===== src/hdl/rorc_pkg.sv =====
`timescale 1ns / 1ps
`default_nettype none

package rorc_pkg;

  // Field and datapath widths
  localparam int SAMPLE_W = 24;
  localparam int RMS_W    = 23;
  localparam int THR_W    = 23;
  localparam int SQ_W     = 2 * SAMPLE_W;
  localparam int SUM_W    = 55;
  // Square-root width: half the sum width, rounded up
  localparam int ROOT_W   = (SUM_W + 1) / 2;
  localparam int LOOP_W   = $clog2(ROOT_W + 1);
  localparam int CFG_IDX_W = 8;

  localparam int WINDOW_SAMPLES_DEF = 80;

  localparam logic [THR_W-1:0] PICKUP_RESET = THR_W'(20480);
  localparam logic [THR_W-1:0] BF_RESET     = THR_W'(294400);
  localparam logic [RMS_W-1:0] RMS_MAX      = {RMS_W{1'b1}};

  localparam logic [LOOP_W-1:0] SQRT_STEPS = LOOP_W'(ROOT_W);

  // Configuration register indexes
  localparam logic [CFG_IDX_W-1:0] REG_PICKUP = CFG_IDX_W'(0);
  localparam logic [CFG_IDX_W-1:0] REG_BF     = CFG_IDX_W'(1);

  // Step counter
  localparam int STEP_W = 4;
  typedef logic [STEP_W-1:0] step_t;

  // Datapath operations
  typedef logic [3:0] op_t;
  localparam op_t OP_NOP       = 4'd0;
  localparam op_t OP_SQUARE    = 4'd1;
  localparam op_t OP_ADD       = 4'd2;
  localparam op_t OP_LOAD_SQRT = 4'd5;
  localparam op_t OP_SQRT      = 4'd6;
  localparam op_t OP_STORE     = 4'd7;
  localparam op_t OP_CLEAR     = 4'd8;
  localparam op_t OP_EMIT_RMS  = 4'd9;
  localparam op_t OP_EMIT_CHK  = 4'd10;

  // Jump conditions
  typedef logic [3:0] cond_t;
  localparam cond_t C_NEXT       = 4'd0;
  localparam cond_t C_ALWAYS     = 4'd1;
  localparam cond_t C_NO_ACCEPT  = 4'd2;
  localparam cond_t C_IS_CHECK   = 4'd3;
  localparam cond_t C_NO_MATCH   = 4'd4;
  localparam cond_t C_WIN_OPEN   = 4'd5;
  localparam cond_t C_LOOP_MORE  = 4'd6;
  localparam cond_t C_PHASE_MORE = 4'd7;
  localparam cond_t C_OUT_BUSY   = 4'd8;

  typedef struct packed {
    logic  accept;
    op_t   op;
    cond_t cond;
    step_t target;
  } ctrl_t;

  typedef struct packed {
    logic is_check;
    logic match;
    logic win_open;
    logic loop_more;
    logic phase_more;
    logic out_busy;
  } status_t;

endpackage

`default_nettype wire


===== src/hdl/three_phase_rms_overcurrent_relay_core.sv =====
`timescale 1ns / 1ps
`default_nettype none

// Three-phase windowed RMS overcurrent relay. Matched sample beats add the
// squares of the three signed Q15.8 phase currents to 55-bit sums; after
// WINDOW_SAMPLES matched beats one RMS result (unsigned Q15.8, saturated) is
// sent and the window restarts. A check beat compares the held phase A RMS
// with the pickup and breaker-fail thresholds and sends one decision result.
// A small microprogram steps a shared datapath. The beat that closes a window
// runs, per phase, a bit-per-cycle square root whose trial terms carry the
// window length, so no divide is needed, plus one step each of load and
// store. A waiting result sits in the output register while the next beat is
// taken; the block stalls only when a second result is ready before the first
// was taken. Config writes are always ready.

module three_phase_rms_overcurrent_relay_core #(
  parameter int WINDOW_SAMPLES = rorc_pkg::WINDOW_SAMPLES_DEF
) (
  input  wire logic                                 clk,
  input  wire logic                                 rst,
  input  wire logic                                 cfg_valid,
  output logic                                      cfg_ready,
  input  wire logic [rorc_pkg::CFG_IDX_W-1:0]       cfg_index,
  input  wire logic [rorc_pkg::THR_W-1:0]           cfg_data,
  input  wire logic                                 in_valid,
  output logic                                      in_ready,
  input  wire logic                                 func,
  input  wire logic signed [rorc_pkg::SAMPLE_W-1:0] sample_a,
  input  wire logic signed [rorc_pkg::SAMPLE_W-1:0] sample_b,
  input  wire logic signed [rorc_pkg::SAMPLE_W-1:0] sample_c,
  input  wire logic                                 stream_match,
  output logic                                      out_valid,
  input  wire logic                                 out_ready,
  output logic                                      is_check_result,
  output logic [rorc_pkg::RMS_W-1:0]                rms_a,
  output logic [rorc_pkg::RMS_W-1:0]                rms_b,
  output logic [rorc_pkg::RMS_W-1:0]                rms_c,
  output logic                                      overcurrent_trip,
  output logic                                      breaker_fail
);

  logic [rorc_pkg::THR_W-1:0] pickup_threshold;
  logic [rorc_pkg::THR_W-1:0] breaker_fail_threshold;
  rorc_pkg::ctrl_t            ctrl;
  rorc_pkg::status_t          status;

  // Configuration registers
  assign cfg_ready = 1'b1;

  always_ff @(posedge clk) begin
    if (rst) begin
      pickup_threshold       <= rorc_pkg::PICKUP_RESET;
      breaker_fail_threshold <= rorc_pkg::BF_RESET;
    end else if (cfg_valid) begin
      if (cfg_index == rorc_pkg::REG_PICKUP) begin
        pickup_threshold <= cfg_data;
      end else if (cfg_index == rorc_pkg::REG_BF) begin
        breaker_fail_threshold <= cfg_data;
      end
    end
  end

  assign in_ready = ctrl.accept;

  rorc_seq u_seq (
    .clk      (clk),
    .rst      (rst),
    .in_valid (in_valid),
    .status   (status),
    .ctrl     (ctrl)
  );

  rorc_dp #(
    .WINDOW_SAMPLES (WINDOW_SAMPLES)
  ) u_dp (
    .clk                    (clk),
    .rst                    (rst),
    .ctrl                   (ctrl),
    .in_accept              (in_valid && in_ready),
    .func                   (func),
    .sample_a               (sample_a),
    .sample_b               (sample_b),
    .sample_c               (sample_c),
    .stream_match           (stream_match),
    .pickup_threshold       (pickup_threshold),
    .breaker_fail_threshold (breaker_fail_threshold),
    .status                 (status),
    .out_ready              (out_ready),
    .out_valid              (out_valid),
    .is_check_result        (is_check_result),
    .rms_a                  (rms_a),
    .rms_b                  (rms_b),
    .rms_c                  (rms_c),
    .overcurrent_trip       (overcurrent_trip),
    .breaker_fail           (breaker_fail)
  );

endmodule

`default_nettype wire


===== src/hdl/rorc_seq.sv =====
`timescale 1ns / 1ps
`default_nettype none

module rorc_seq (
  input  wire logic              clk,
  input  wire logic              rst,
  input  wire logic              in_valid,
  input  wire rorc_pkg::status_t status,
  output rorc_pkg::ctrl_t        ctrl
);

  rorc_pkg::step_t step;
  rorc_pkg::step_t step_next;
  logic            take;

  // Microprogram
  always_comb begin
    unique case (step)
      4'd0:  ctrl = '{1'b1, rorc_pkg::OP_NOP,       rorc_pkg::C_NO_ACCEPT,  4'd0};
      4'd1:  ctrl = '{1'b0, rorc_pkg::OP_NOP,       rorc_pkg::C_IS_CHECK,   4'd12};
      4'd2:  ctrl = '{1'b0, rorc_pkg::OP_NOP,       rorc_pkg::C_NO_MATCH,   4'd0};
      4'd3:  ctrl = '{1'b0, rorc_pkg::OP_SQUARE,    rorc_pkg::C_NEXT,       4'd0};
      4'd4:  ctrl = '{1'b0, rorc_pkg::OP_ADD,       rorc_pkg::C_NEXT,       4'd0};
      4'd5:  ctrl = '{1'b0, rorc_pkg::OP_NOP,       rorc_pkg::C_WIN_OPEN,   4'd0};
      4'd6:  ctrl = '{1'b0, rorc_pkg::OP_LOAD_SQRT, rorc_pkg::C_NEXT,       4'd0};
      4'd7:  ctrl = '{1'b0, rorc_pkg::OP_SQRT,      rorc_pkg::C_LOOP_MORE,  4'd7};
      4'd8:  ctrl = '{1'b0, rorc_pkg::OP_STORE,     rorc_pkg::C_PHASE_MORE, 4'd6};
      4'd9:  ctrl = '{1'b0, rorc_pkg::OP_CLEAR,     rorc_pkg::C_NEXT,       4'd0};
      4'd10: ctrl = '{1'b0, rorc_pkg::OP_EMIT_RMS,  rorc_pkg::C_OUT_BUSY,   4'd10};
      4'd11: ctrl = '{1'b0, rorc_pkg::OP_NOP,       rorc_pkg::C_ALWAYS,     4'd0};
      4'd12: ctrl = '{1'b0, rorc_pkg::OP_EMIT_CHK,  rorc_pkg::C_OUT_BUSY,   4'd12};
      default: ctrl = '{1'b0, rorc_pkg::OP_NOP,     rorc_pkg::C_ALWAYS,     4'd0};
    endcase
  end

  // Jump condition select
  always_comb begin
    unique case (ctrl.cond)
      rorc_pkg::C_NEXT:       take = 1'b0;
      rorc_pkg::C_ALWAYS:     take = 1'b1;
      rorc_pkg::C_NO_ACCEPT:  take = !in_valid;
      rorc_pkg::C_IS_CHECK:   take = status.is_check;
      rorc_pkg::C_NO_MATCH:   take = !status.match;
      rorc_pkg::C_WIN_OPEN:   take = status.win_open;
      rorc_pkg::C_LOOP_MORE:  take = status.loop_more;
      rorc_pkg::C_PHASE_MORE: take = status.phase_more;
      rorc_pkg::C_OUT_BUSY:   take = status.out_busy;
      default:                take = 1'b0;
    endcase
    step_next = take ? ctrl.target : step + 4'd1;
  end

  always_ff @(posedge clk) begin
    if (rst) begin
      step <= '0;
    end else begin
      step <= step_next;
    end
  end

endmodule

`default_nettype wire


===== src/hdl/rorc_dp.sv =====
`timescale 1ns / 1ps
`default_nettype none

module rorc_dp #(
  parameter int WINDOW_SAMPLES = rorc_pkg::WINDOW_SAMPLES_DEF
) (
  input  wire logic                          clk,
  input  wire logic                          rst,
  input  wire rorc_pkg::ctrl_t               ctrl,
  input  wire logic                          in_accept,
  input  wire logic                          func,
  input  wire logic signed [rorc_pkg::SAMPLE_W-1:0] sample_a,
  input  wire logic signed [rorc_pkg::SAMPLE_W-1:0] sample_b,
  input  wire logic signed [rorc_pkg::SAMPLE_W-1:0] sample_c,
  input  wire logic                          stream_match,
  input  wire logic [rorc_pkg::THR_W-1:0]    pickup_threshold,
  input  wire logic [rorc_pkg::THR_W-1:0]    breaker_fail_threshold,
  output rorc_pkg::status_t                  status,
  input  wire logic                          out_ready,
  output logic                               out_valid,
  output logic                               is_check_result,
  output logic [rorc_pkg::RMS_W-1:0]         rms_a,
  output logic [rorc_pkg::RMS_W-1:0]         rms_b,
  output logic [rorc_pkg::RMS_W-1:0]         rms_c,
  output logic                               overcurrent_trip,
  output logic                               breaker_fail
);

  localparam int CNT_W = $clog2(WINDOW_SAMPLES + 1);
  // Trial terms: window length times squares of partial roots, with headroom
  localparam int ACC_W = CNT_W + 2 * rorc_pkg::ROOT_W - 1;
  localparam logic [CNT_W-1:0] CNT_FULL = CNT_W'(WINDOW_SAMPLES);
  localparam logic [ACC_W-1:0] Q_INIT   =
    ACC_W'(WINDOW_SAMPLES) << (2 * (rorc_pkg::ROOT_W - 1));

  localparam int SW = rorc_pkg::SAMPLE_W;
  localparam int RW = rorc_pkg::RMS_W;

  // Captured item
  logic          func_r;
  logic          match_r;
  logic [SW-1:0] samp [3];

  // Accumulators and held results
  logic [rorc_pkg::SQ_W-1:0]  sq [3];
  logic [rorc_pkg::SUM_W-1:0] sum_sq [3];
  logic [RW-1:0]              held [3];
  logic [CNT_W-1:0]           window_count;
  logic [1:0]                 phase;

  // Square-root unit; the root r is the largest with WINDOW_SAMPLES * r^2 <= sum,
  // which equals the root of the floored mean
  logic [rorc_pkg::SUM_W-1:0]  sq_rem;
  logic [ACC_W-1:0]            sq_p;
  logic [ACC_W-1:0]            sq_q;
  logic [rorc_pkg::ROOT_W-1:0] root;
  logic [rorc_pkg::LOOP_W-1:0] loop_cnt;

  logic [rorc_pkg::SUM_W-1:0]  sum_sel;
  logic [ACC_W-1:0]            sq_trial;
  logic [ACC_W-1:0]            sq_step;
  logic                        sq_ge;
  logic [RW-1:0]               root_sat;
  logic                        trip;
  logic                        out_busy;

  function automatic logic [rorc_pkg::SQ_W-1:0] square_mag(input logic [SW-1:0] s);
    logic [SW-1:0] mag;
    mag = s[SW-1] ? (~s + SW'(1)) : s;
    return mag * mag;
  endfunction

  // Sum of the phase under conversion
  always_comb begin
    case (phase)
      2'd0:    sum_sel = sum_sq[0];
      2'd1:    sum_sel = sum_sq[1];
      default: sum_sel = sum_sq[2];
    endcase
  end

  // Square-root step, one root bit per cycle:
  // p = W * r * 2^(i+1), q = W * 4^i, trial growth of W * r^2 is p + q
  assign sq_trial = sq_p + sq_q;
  assign sq_step  = sq_p + {sq_q[ACC_W-2:0], 1'b0};
  assign sq_ge    = sq_trial <= ACC_W'(sq_rem);
  assign root_sat = (root > rorc_pkg::ROOT_W'(rorc_pkg::RMS_MAX)) ? rorc_pkg::RMS_MAX
                                                                  : root[RW-1:0];

  assign trip     = held[0] > pickup_threshold;
  assign out_busy = out_valid && !out_ready;

  assign status.is_check   = func_r;
  assign status.match      = match_r;
  assign status.win_open   = window_count != CNT_FULL;
  assign status.loop_more  = loop_cnt != rorc_pkg::LOOP_W'(1);
  assign status.phase_more = phase != 2'd2;
  assign status.out_busy   = out_busy;

  // Input capture and squaring
  always_ff @(posedge clk) begin
    if (in_accept) begin
      func_r  <= func;
      match_r <= stream_match;
      samp[0] <= sample_a;
      samp[1] <= sample_b;
      samp[2] <= sample_c;
    end
    if (ctrl.op == rorc_pkg::OP_SQUARE) begin
      for (int i = 0; i < 3; i++) begin
        sq[i] <= square_mag(samp[i]);
      end
    end
  end

  // Window accumulators, phase pointer and held RMS values
  always_ff @(posedge clk) begin
    if (rst) begin
      for (int i = 0; i < 3; i++) begin
        sum_sq[i] <= '0;
        held[i]   <= '0;
      end
      window_count <= '0;
      phase        <= '0;
    end else begin
      case (ctrl.op)
        rorc_pkg::OP_ADD: begin
          for (int i = 0; i < 3; i++) begin
            sum_sq[i] <= sum_sq[i] + rorc_pkg::SUM_W'(sq[i]);
          end
          window_count <= window_count + CNT_W'(1);
        end
        rorc_pkg::OP_STORE: begin
          held[phase] <= root_sat;
          phase       <= (phase == 2'd2) ? 2'd0 : phase + 2'd1;
        end
        rorc_pkg::OP_CLEAR: begin
          for (int i = 0; i < 3; i++) begin
            sum_sq[i] <= '0;
          end
          window_count <= '0;
          phase        <= '0;
        end
        default: ;
      endcase
    end
  end

  // Square-root iteration
  always_ff @(posedge clk) begin
    if (rst) begin
      loop_cnt <= '0;
    end else begin
      case (ctrl.op)
        rorc_pkg::OP_LOAD_SQRT: begin
          sq_rem   <= sum_sel;
          sq_p     <= '0;
          sq_q     <= Q_INIT;
          root     <= '0;
          loop_cnt <= rorc_pkg::SQRT_STEPS;
        end
        rorc_pkg::OP_SQRT: begin
          sq_rem   <= sq_ge ? (sq_rem - sq_trial[rorc_pkg::SUM_W-1:0]) : sq_rem;
          sq_p     <= (sq_ge ? sq_step : sq_p) >> 1;
          sq_q     <= sq_q >> 2;
          root     <= {root[rorc_pkg::ROOT_W-2:0], sq_ge};
          loop_cnt <= loop_cnt - rorc_pkg::LOOP_W'(1);
        end
        default: ;
      endcase
    end
  end

  // Output register
  always_ff @(posedge clk) begin
    if (rst) begin
      out_valid <= 1'b0;
    end else if (!out_busy && (ctrl.op == rorc_pkg::OP_EMIT_RMS ||
                               ctrl.op == rorc_pkg::OP_EMIT_CHK)) begin
      out_valid <= 1'b1;
    end else if (out_ready) begin
      out_valid <= 1'b0;
    end
  end

  always_ff @(posedge clk) begin
    if (!out_busy && (ctrl.op == rorc_pkg::OP_EMIT_RMS ||
                      ctrl.op == rorc_pkg::OP_EMIT_CHK)) begin
      is_check_result  <= ctrl.op == rorc_pkg::OP_EMIT_CHK;
      rms_a            <= held[0];
      rms_b            <= held[1];
      rms_c            <= held[2];
      overcurrent_trip <= (ctrl.op == rorc_pkg::OP_EMIT_CHK) && trip;
      breaker_fail     <= (ctrl.op == rorc_pkg::OP_EMIT_CHK) && trip &&
                          (held[0] >= breaker_fail_threshold);
    end
  end

  // Checks
  a_count_bound: assert property (@(posedge clk) disable iff (rst)
    window_count <= CNT_FULL)
    else $error("window count past window length");

  a_out_hold: assert property (@(posedge clk) disable iff (rst)
    out_valid && !out_ready |=> out_valid &&
      $stable({is_check_result, rms_a, rms_b, rms_c, overcurrent_trip, breaker_fail}))
    else $error("result beat changed while waiting");

  a_bf_needs_trip: assert property (@(posedge clk) disable iff (rst)
    out_valid && breaker_fail |-> overcurrent_trip)
    else $error("breaker fail without trip");

  a_rms_no_flags: assert property (@(posedge clk) disable iff (rst)
    out_valid && !is_check_result |-> !overcurrent_trip && !breaker_fail)
    else $error("flags set on window result");

endmodule

`default_nettype wire


===== config.mk =====
export PLATFORM = sky130hd
export DESIGN_NAME = three_phase_rms_overcurrent_relay_core
export DESIGN_NICKNAME = d
export VERILOG_FILES = /design/src/hdl/rorc_pkg.sv /design/src/hdl/three_phase_rms_overcurrent_relay_core.sv /design/src/hdl/rorc_seq.sv /design/src/hdl/rorc_dp.sv
export SDC_FILE = /design/constraint.sdc
export NUM_CORES = 2
export LEC_CHECK = 0
export BUFFER_PORTS_ARGS = -buffer_cell sky130_fd_sc_hd__buf_2
export CAP_MARGIN = 20
export CORE_MARGIN = 2
export CORE_UTILIZATION = 60
export CTS_BUF_LIST = sky130_fd_sc_hd__clkbuf_4 sky130_fd_sc_hd__clkbuf_8
export CTS_CLUSTER_SIZE = 12
export DETAILED_ROUTE_END_ITERATION = 10
export MAX_ROUTING_LAYER = met4
export PLACE_DENSITY = 0.75
export SLEW_MARGIN = 40
export SYNTH_ARGS = -nofsm -noshare
export SYNTH_HDL_FRONTEND = slang
export SYNTH_SLANG_ARGS = --single-unit
export TNS_END_PERCENT = 5

===== constraint.sdc =====
create_clock -name clk -period 37.9 [get_ports clk]
set_input_delay 7.58 -clock clk [delete_from_list [all_inputs] [get_ports clk]]
set_output_delay 7.58 -clock clk [all_outputs]
set_load 0.05 [all_outputs]

**Word level (Yosys, flattened, before mapping)**

Memory sizes are Yosys's and may differ from the RTL's. A register that Yosys moved wholly into a read port is not among the register bits.
Cells that the tools add are included.
Widths: inputs -> output; s select.

- Register bits after elaboration: 300
- Memories kept: 5
- Memory bits (writable): 450
- Input bits: 110
- ROM bits: 208
- Output and inout bits: 75

Memories:

| memory | depth | width | read ports | clocked after memory_dff | write ports | RTL line | text |
|---|---|---|---|---|---|---|---|
| (no name shown) | 16 | 13 | 1 | 1 | 0 | rorc_seq.sv:18 | `unique case (step)` |
| u_dp.sum_sq | 3 | 55 | 3 | 0 | 3 | rorc_dp.sv:46 | `logic [rorc_pkg::SUM_W-1:0] sum_sq [3];` |
| u_dp.sq | 3 | 48 | 3 | 0 | 3 | rorc_dp.sv:45 | `logic [rorc_pkg::SQ_W-1:0] sq [3];` |
| u_dp.samp | 3 | 24 | 3 | 0 | 3 | rorc_dp.sv:42 | `logic [SW-1:0] samp [3];` |
| u_dp.held | 3 | 23 | 3 | 2 | 3 | rorc_dp.sv:47 | `logic [RW-1:0] held [3];` |

- Add/sub/neg operators: 13
- Multiplexer cells: 44
- Equality and inequality tests: 23
- Magnitude comparators: 4
- Bitwise operators: 11
- Reduce and logical (&&, ||, !) cells: 21
- $mul: 3

Operator list:

| kind | number |
|---|---|
| $mux 55 | 7 |
| $pmux 62 s2 | 2 |
| $pmux 55 s2 | 2 |
| $add 55x48->55 | 3 |
| $mul 24x24->48 | 3 |
| $add 62x62->62 | 2 |
| $add 24x1->24 const B | 3 |
| $mux 24 | 3 |
| $not 24->24 | 3 |
| $le 62x55->1 | 1 |
| $mux 62 | 1 |
| $pmux 28 s2 | 1 |
| $sub 55x55->55 | 1 |
| $mux 23 | 2 |
| $eq 4x3->1 const B | 7 |
| $gt 28x23->1 const B | 1 |
| $ge 23x23->1 | 1 |
| $gt 23x23->1 | 1 |
| $reduce_or 23->1 | 1 |
| $mux 1 | 18 |
| $eq 4x4->1 const B | 4 |
| $pmux 7 s2 | 1 |
| $eq 4x2->1 const B | 3 |
| $pmux 5 s2 | 1 |
| 26 further kinds | 47 |

**Depth between registers and ports, before layout**

- Depth in word-level cells: 6
- Depth in mapped cells: 39

**Cells and area by module**

From an unflattened synthesis, not the netlist that was laid out.

- Cell total of the unflattened synthesis: 9897
- Area, all modules: 94474.4 um^2

Modules (own cells, without submodules):

| module | seq. area each (um^2) | area an instance (um^2) | times used | cells an instance |
|---|---|---|---|---|
| rorc_dp | 21200.3 | 91579.1 | 1 | 9600 |
| three_phase_rms_overcurrent_relay_core | 920.9 | 1948.1 | 1 | 191 |
| rorc_seq | 340.3 | 947.2 | 1 | 106 |

**Least setup slack after synthesis**

OpenSTA, ideal clock, no wires.

- Kind: input to register
- Start: input rst
- End: register u_dp.sq_rem[0] in the netlist's numbering, enable pin
- Library setup time: 552 ps
- Data arrival time: 17098 ps
- Data required time: 37348 ps
- Slack: 20250 ps
- Stages: 3
- Cell sequence: clkbuf_1 > nor2_1 > a21boi_0

- Cells in the longest elaborated chain, start to end: 2

Ends and longest elaborated chain:

| what | RTL line | text |
|---|---|---|
| from (decl) | three_phase_rms_overcurrent_relay_core.sv:20 | `input wire logic rst,` |
| $not 1->1 (no line) | - |  |
| $reduce_and 3->1 (no line) | - |  |
| to (signal assigned) | rorc_dp.sv:156 | `sq_rem <= sum_sel;` |
| to (signal assigned) | rorc_dp.sv:163 | `sq_rem <= sq_ge ? (sq_rem - sq_trial[rorc_pkg::SUM_W-1:0]) : sq_rem;` |
| to (decl) | rorc_dp.sv:53 | `logic [rorc_pkg::SUM_W-1:0] sq_rem;` |

No other way between the ends.
A chain may end at the register's enable or synchronous reset.

==> impl_metrics.csv <==
group,metric,value,unit
status,status,"completed",
timing,hold_ws,0.397,ns
timing,fin_crit,11.09,ns
clock_tree,cts-buffers-inserted,139,
yosys,synth_adder_area_share,38.7,%
timing,fmax,90.1,MHz
timing,rsz0062_at_grt,"no",
worst_setup_path,r2r-start,"u_dp.samp[0][24]",
clock_tree,cts_tree,"yes",
final_layout,seqCellArea,22500,um^2
clock_tree,cts_root_buffer,"clkbuf_8",
timing,finalMaxSlewViolations,0,
place,gp_congestion,0.989,
worst_setup_path,cp-start-kind,"flop",
worst_setup_path,required,38.49,ns
floorplan,io_pins,185,
yosys,synth_compound_area_share,11.2,%
floorplan,die_w,401,um
yosys,async_reset_ff_share,0,%
timing,slew_headroom,36.0,%
final_layout,fin_nets,12300,
clock_tree,clk_latency,0.90,ns
place,dp_hpwl,190,mm
floorplan,core_region_area,156000,um^2
yosys,yosysUniqueCellTypes,94,
yosys,synthXorXnorAreaFrac,4.54,%
routing,wl_per_cell,19.5,um
final_layout,syn_to_final_growth,6.80,%
timing,skew,0.0567,ns
timing,finalHoldViolations,0,
global_routing,grt_max_degree,138,
yosys,synth-main-ff-cell,"edfxtp_1",
place,dp_cells,11900,
routing,first_pass_iters,8,
worst_setup_path,crit_type,"reg2reg",
flow_run,cap_violations,0,
worst_setup_path,r2r_slack,26.81,ns
worst_setup_path,critPathMaxFanout,18,
clock_tree,post_cts_resized,0,
worst_setup_path,cp_common_cell,"fa_1",
worst_setup_path,crit_arrival,11.69,ns
worst_setup_path,slowest_delay,0.79,ns
final_layout,multi_input_area,63700,um^2
global_routing,track_usage,31.0,%
routing,vias_per_cell,5.83,
final_layout,drive_gt1_share,6.06,%
clock_tree,clkSinkCount,774,
floorplan,dieArea,160000,um^2
routing,num_vias,71100,
yosys,synthCells,9864,
worst_setup_path,reg2reg_to,"u_dp.sq[0][89]",
floorplan,die_h,401,um
global_routing,grt_pass1_wl,387,mm
clock_tree,post_cts_buffers,0,
timing,fin_setup_tns,0,ns
clock_tree,cts.reportedPaths.clkPinSlew,0.06,ns
final_layout,nFillCells,12500,
routing,drtIter0Drc,6151,
floorplan,start_util,60.4,%
yosys,yosys_warnings,0,
worst_setup_path,end_kind,"flop",
min_path,min_path_cells,0,
min_path,min-delay-start,"u_dp.held[1][18]",
routing,drc,0,
yosys,synth-seq-cells,774,
clock_tree,clock_path_buffers,3,
timing,tightest_slew,0.954,ns
clock_tree,htree_levels,4,
worst_setup_path,cp-startpoint,"u_dp.samp[0][24]",
yosys,syn_area,94400,um^2
global_routing,gr-total-overflow,0,
final_layout,instances_no_fill,12200,
timing,finalSetupViolations,0,
routing,ant_nets,0,
min_path,hold_path_class,"reg2reg",
final_layout,layout_common_cells,"1965 x inv_1, 1271 x fa_1, 885 x ha_1",
clock_tree,ctsHoldBuffers,0,
place,io_buffers,183,
yosys,yosys.area_share.simple,11.5,%
yosys,synthMuxAreaShare,1.04,%
global_routing,antenna_found_initial,3,
worst_setup_path,r2r_cells,31,
yosys,postSynthAreaPerCell,9.57,um^2
floorplan,rows,145,
yosys,synth_edf_count,696,
global_routing,grt_pass1_vias,73800,
min_path,hold_end,"u_dp.rms_b[18]",
yosys,ys_seq_area_share,23.8,%
worst_setup_path,critPathSlowestCell,"clkinv_1",
yosys,synth_top_family_by_area,"adder cells",
timing,final.period_utilization,29.3,%
routing,drt-total-wl,238,mm
final_layout,layout_commonest_cell,"inv_1",
==> through the flow <==
step / util [%] / cell area, um^2 / setup slack (ns)
after global placement: 62.5 / 97600 / 26.98
after floorplan: - / 94500 / 20.25
after detailed placement: 62.6 / 97800 / 27.06
final: 64.5 / 101000 / 26.81
after CTS: 64.5 / 101000 / 26.98
after global routing: 64.5 / 101000 / 26.47
==> worst max-delay path by stage <==
stage | to | slack (ns) | cells after the start
after detailed placement | u_dp.sq[0][89] | 27.06 | 31
final | u_dp.sq[0][89] | 26.81 | 31
after floorplan | u_dp.sq_rem[0] | 20.25 | 3
after global routing | u_dp.sq[0][89] | 26.47 | 31
after CTS | u_dp.sq[0][89] | 26.98 | 31
after global placement | u_dp.sum_sq[0][123] | 26.98 | 6
==> critical path: cells and delay by family, from the launching register on <==
| family | cells | cell delay, ns |
|---|---|---|
| DFF | 1 | 0.62 |
| buffers and inverters | 5 | 1.38 |
| and+or+nand+nor | 6 | 2.16 |
| xor gates and xnor gates | 2 | 0.76 |
| adders and majority gates | 9 | 3.96 |
| AOI/OAI and AO/OA | 9 | 1.87 |
==> synth_stat cells, drive strengths merged, types with 12 or more instances <==
cell	count	area (um^2)
o31ai	50	375
or4	23	173
a31oi	107	684
nor2b	61	382
xor2	212	1860
ha	885	11100
nand2	855	3210
mux2i	94	941
nor3	85	425
and3	115	719
nand2b	61	382
and2	49	307
xnor2	277	2430
a211o	19	166
o31a	12	105
a2111oi	15	131
a21o	227	1700
o41ai	14	130
o21a	71	533
nor4	29	181
a21boi	23	173
clkbuf	281	1050
nor2	847	3180
a211oi	68	515
nand4	79	494
dfxtp	78	1560
o21ai	347	1740
o311ai	12	105
a221oi	18	158
o211ai	33	248
nand3	105	526
or2	16	100
a21oi	415	2080
o21bai	47	353
and4	19	166
or3	28	175
a31o	37	333
edfxtp	696	20900
inv	1970	7390
buf	34	174
fa	1271	25400
==> kinds of logic after synthesis <==
logic type      count (synthesis)
simple gates                 2419
buf+inv                      2295
flops                         774
fa+ha+maj                    2156
compound gates               1631
mux                            98
other cells                     2
xor+xnor                      489
==> state kept, by name, summed over array words and instances (netlist names), 28 cells and up <==
name	flops
u_dp.sum_sq	165
u_dp.sq	141
u_dp.samp	72
u_dp.held	69
u_dp.sq_p	61
u_dp.sq_rem	55
u_dp.sq_q	31
u_dp.root	28
==> area by class of cell <==
cell class / instances / share of cell area [%]
clock buffers: 172 / 2.15
diodes: 3 / 0.00745
flip-flops and latches: 774 / 22.3
well taps: 2058 / 2.56
clock inverters: 83 / 0.740
repair buffers: 276 / 1.66
inverters: 1980 / 7.38
multi-input cells: 6845 / 63.2
==> routing by layer <==
metal	wire (um)	vias up	track usage, %	part of all wire (%)
li1	-	32500	-	-
met3	18300	543	4.67	7.7
met4	8570	0	10.4	3.6
met2	113000	2875	49.8	48
met1	97800	35100	40.6	41
met5	0	-	-	0
Power is not shown: default switching activity piles up to over one toggle a cycle in this logic, so the estimate is an artifact.
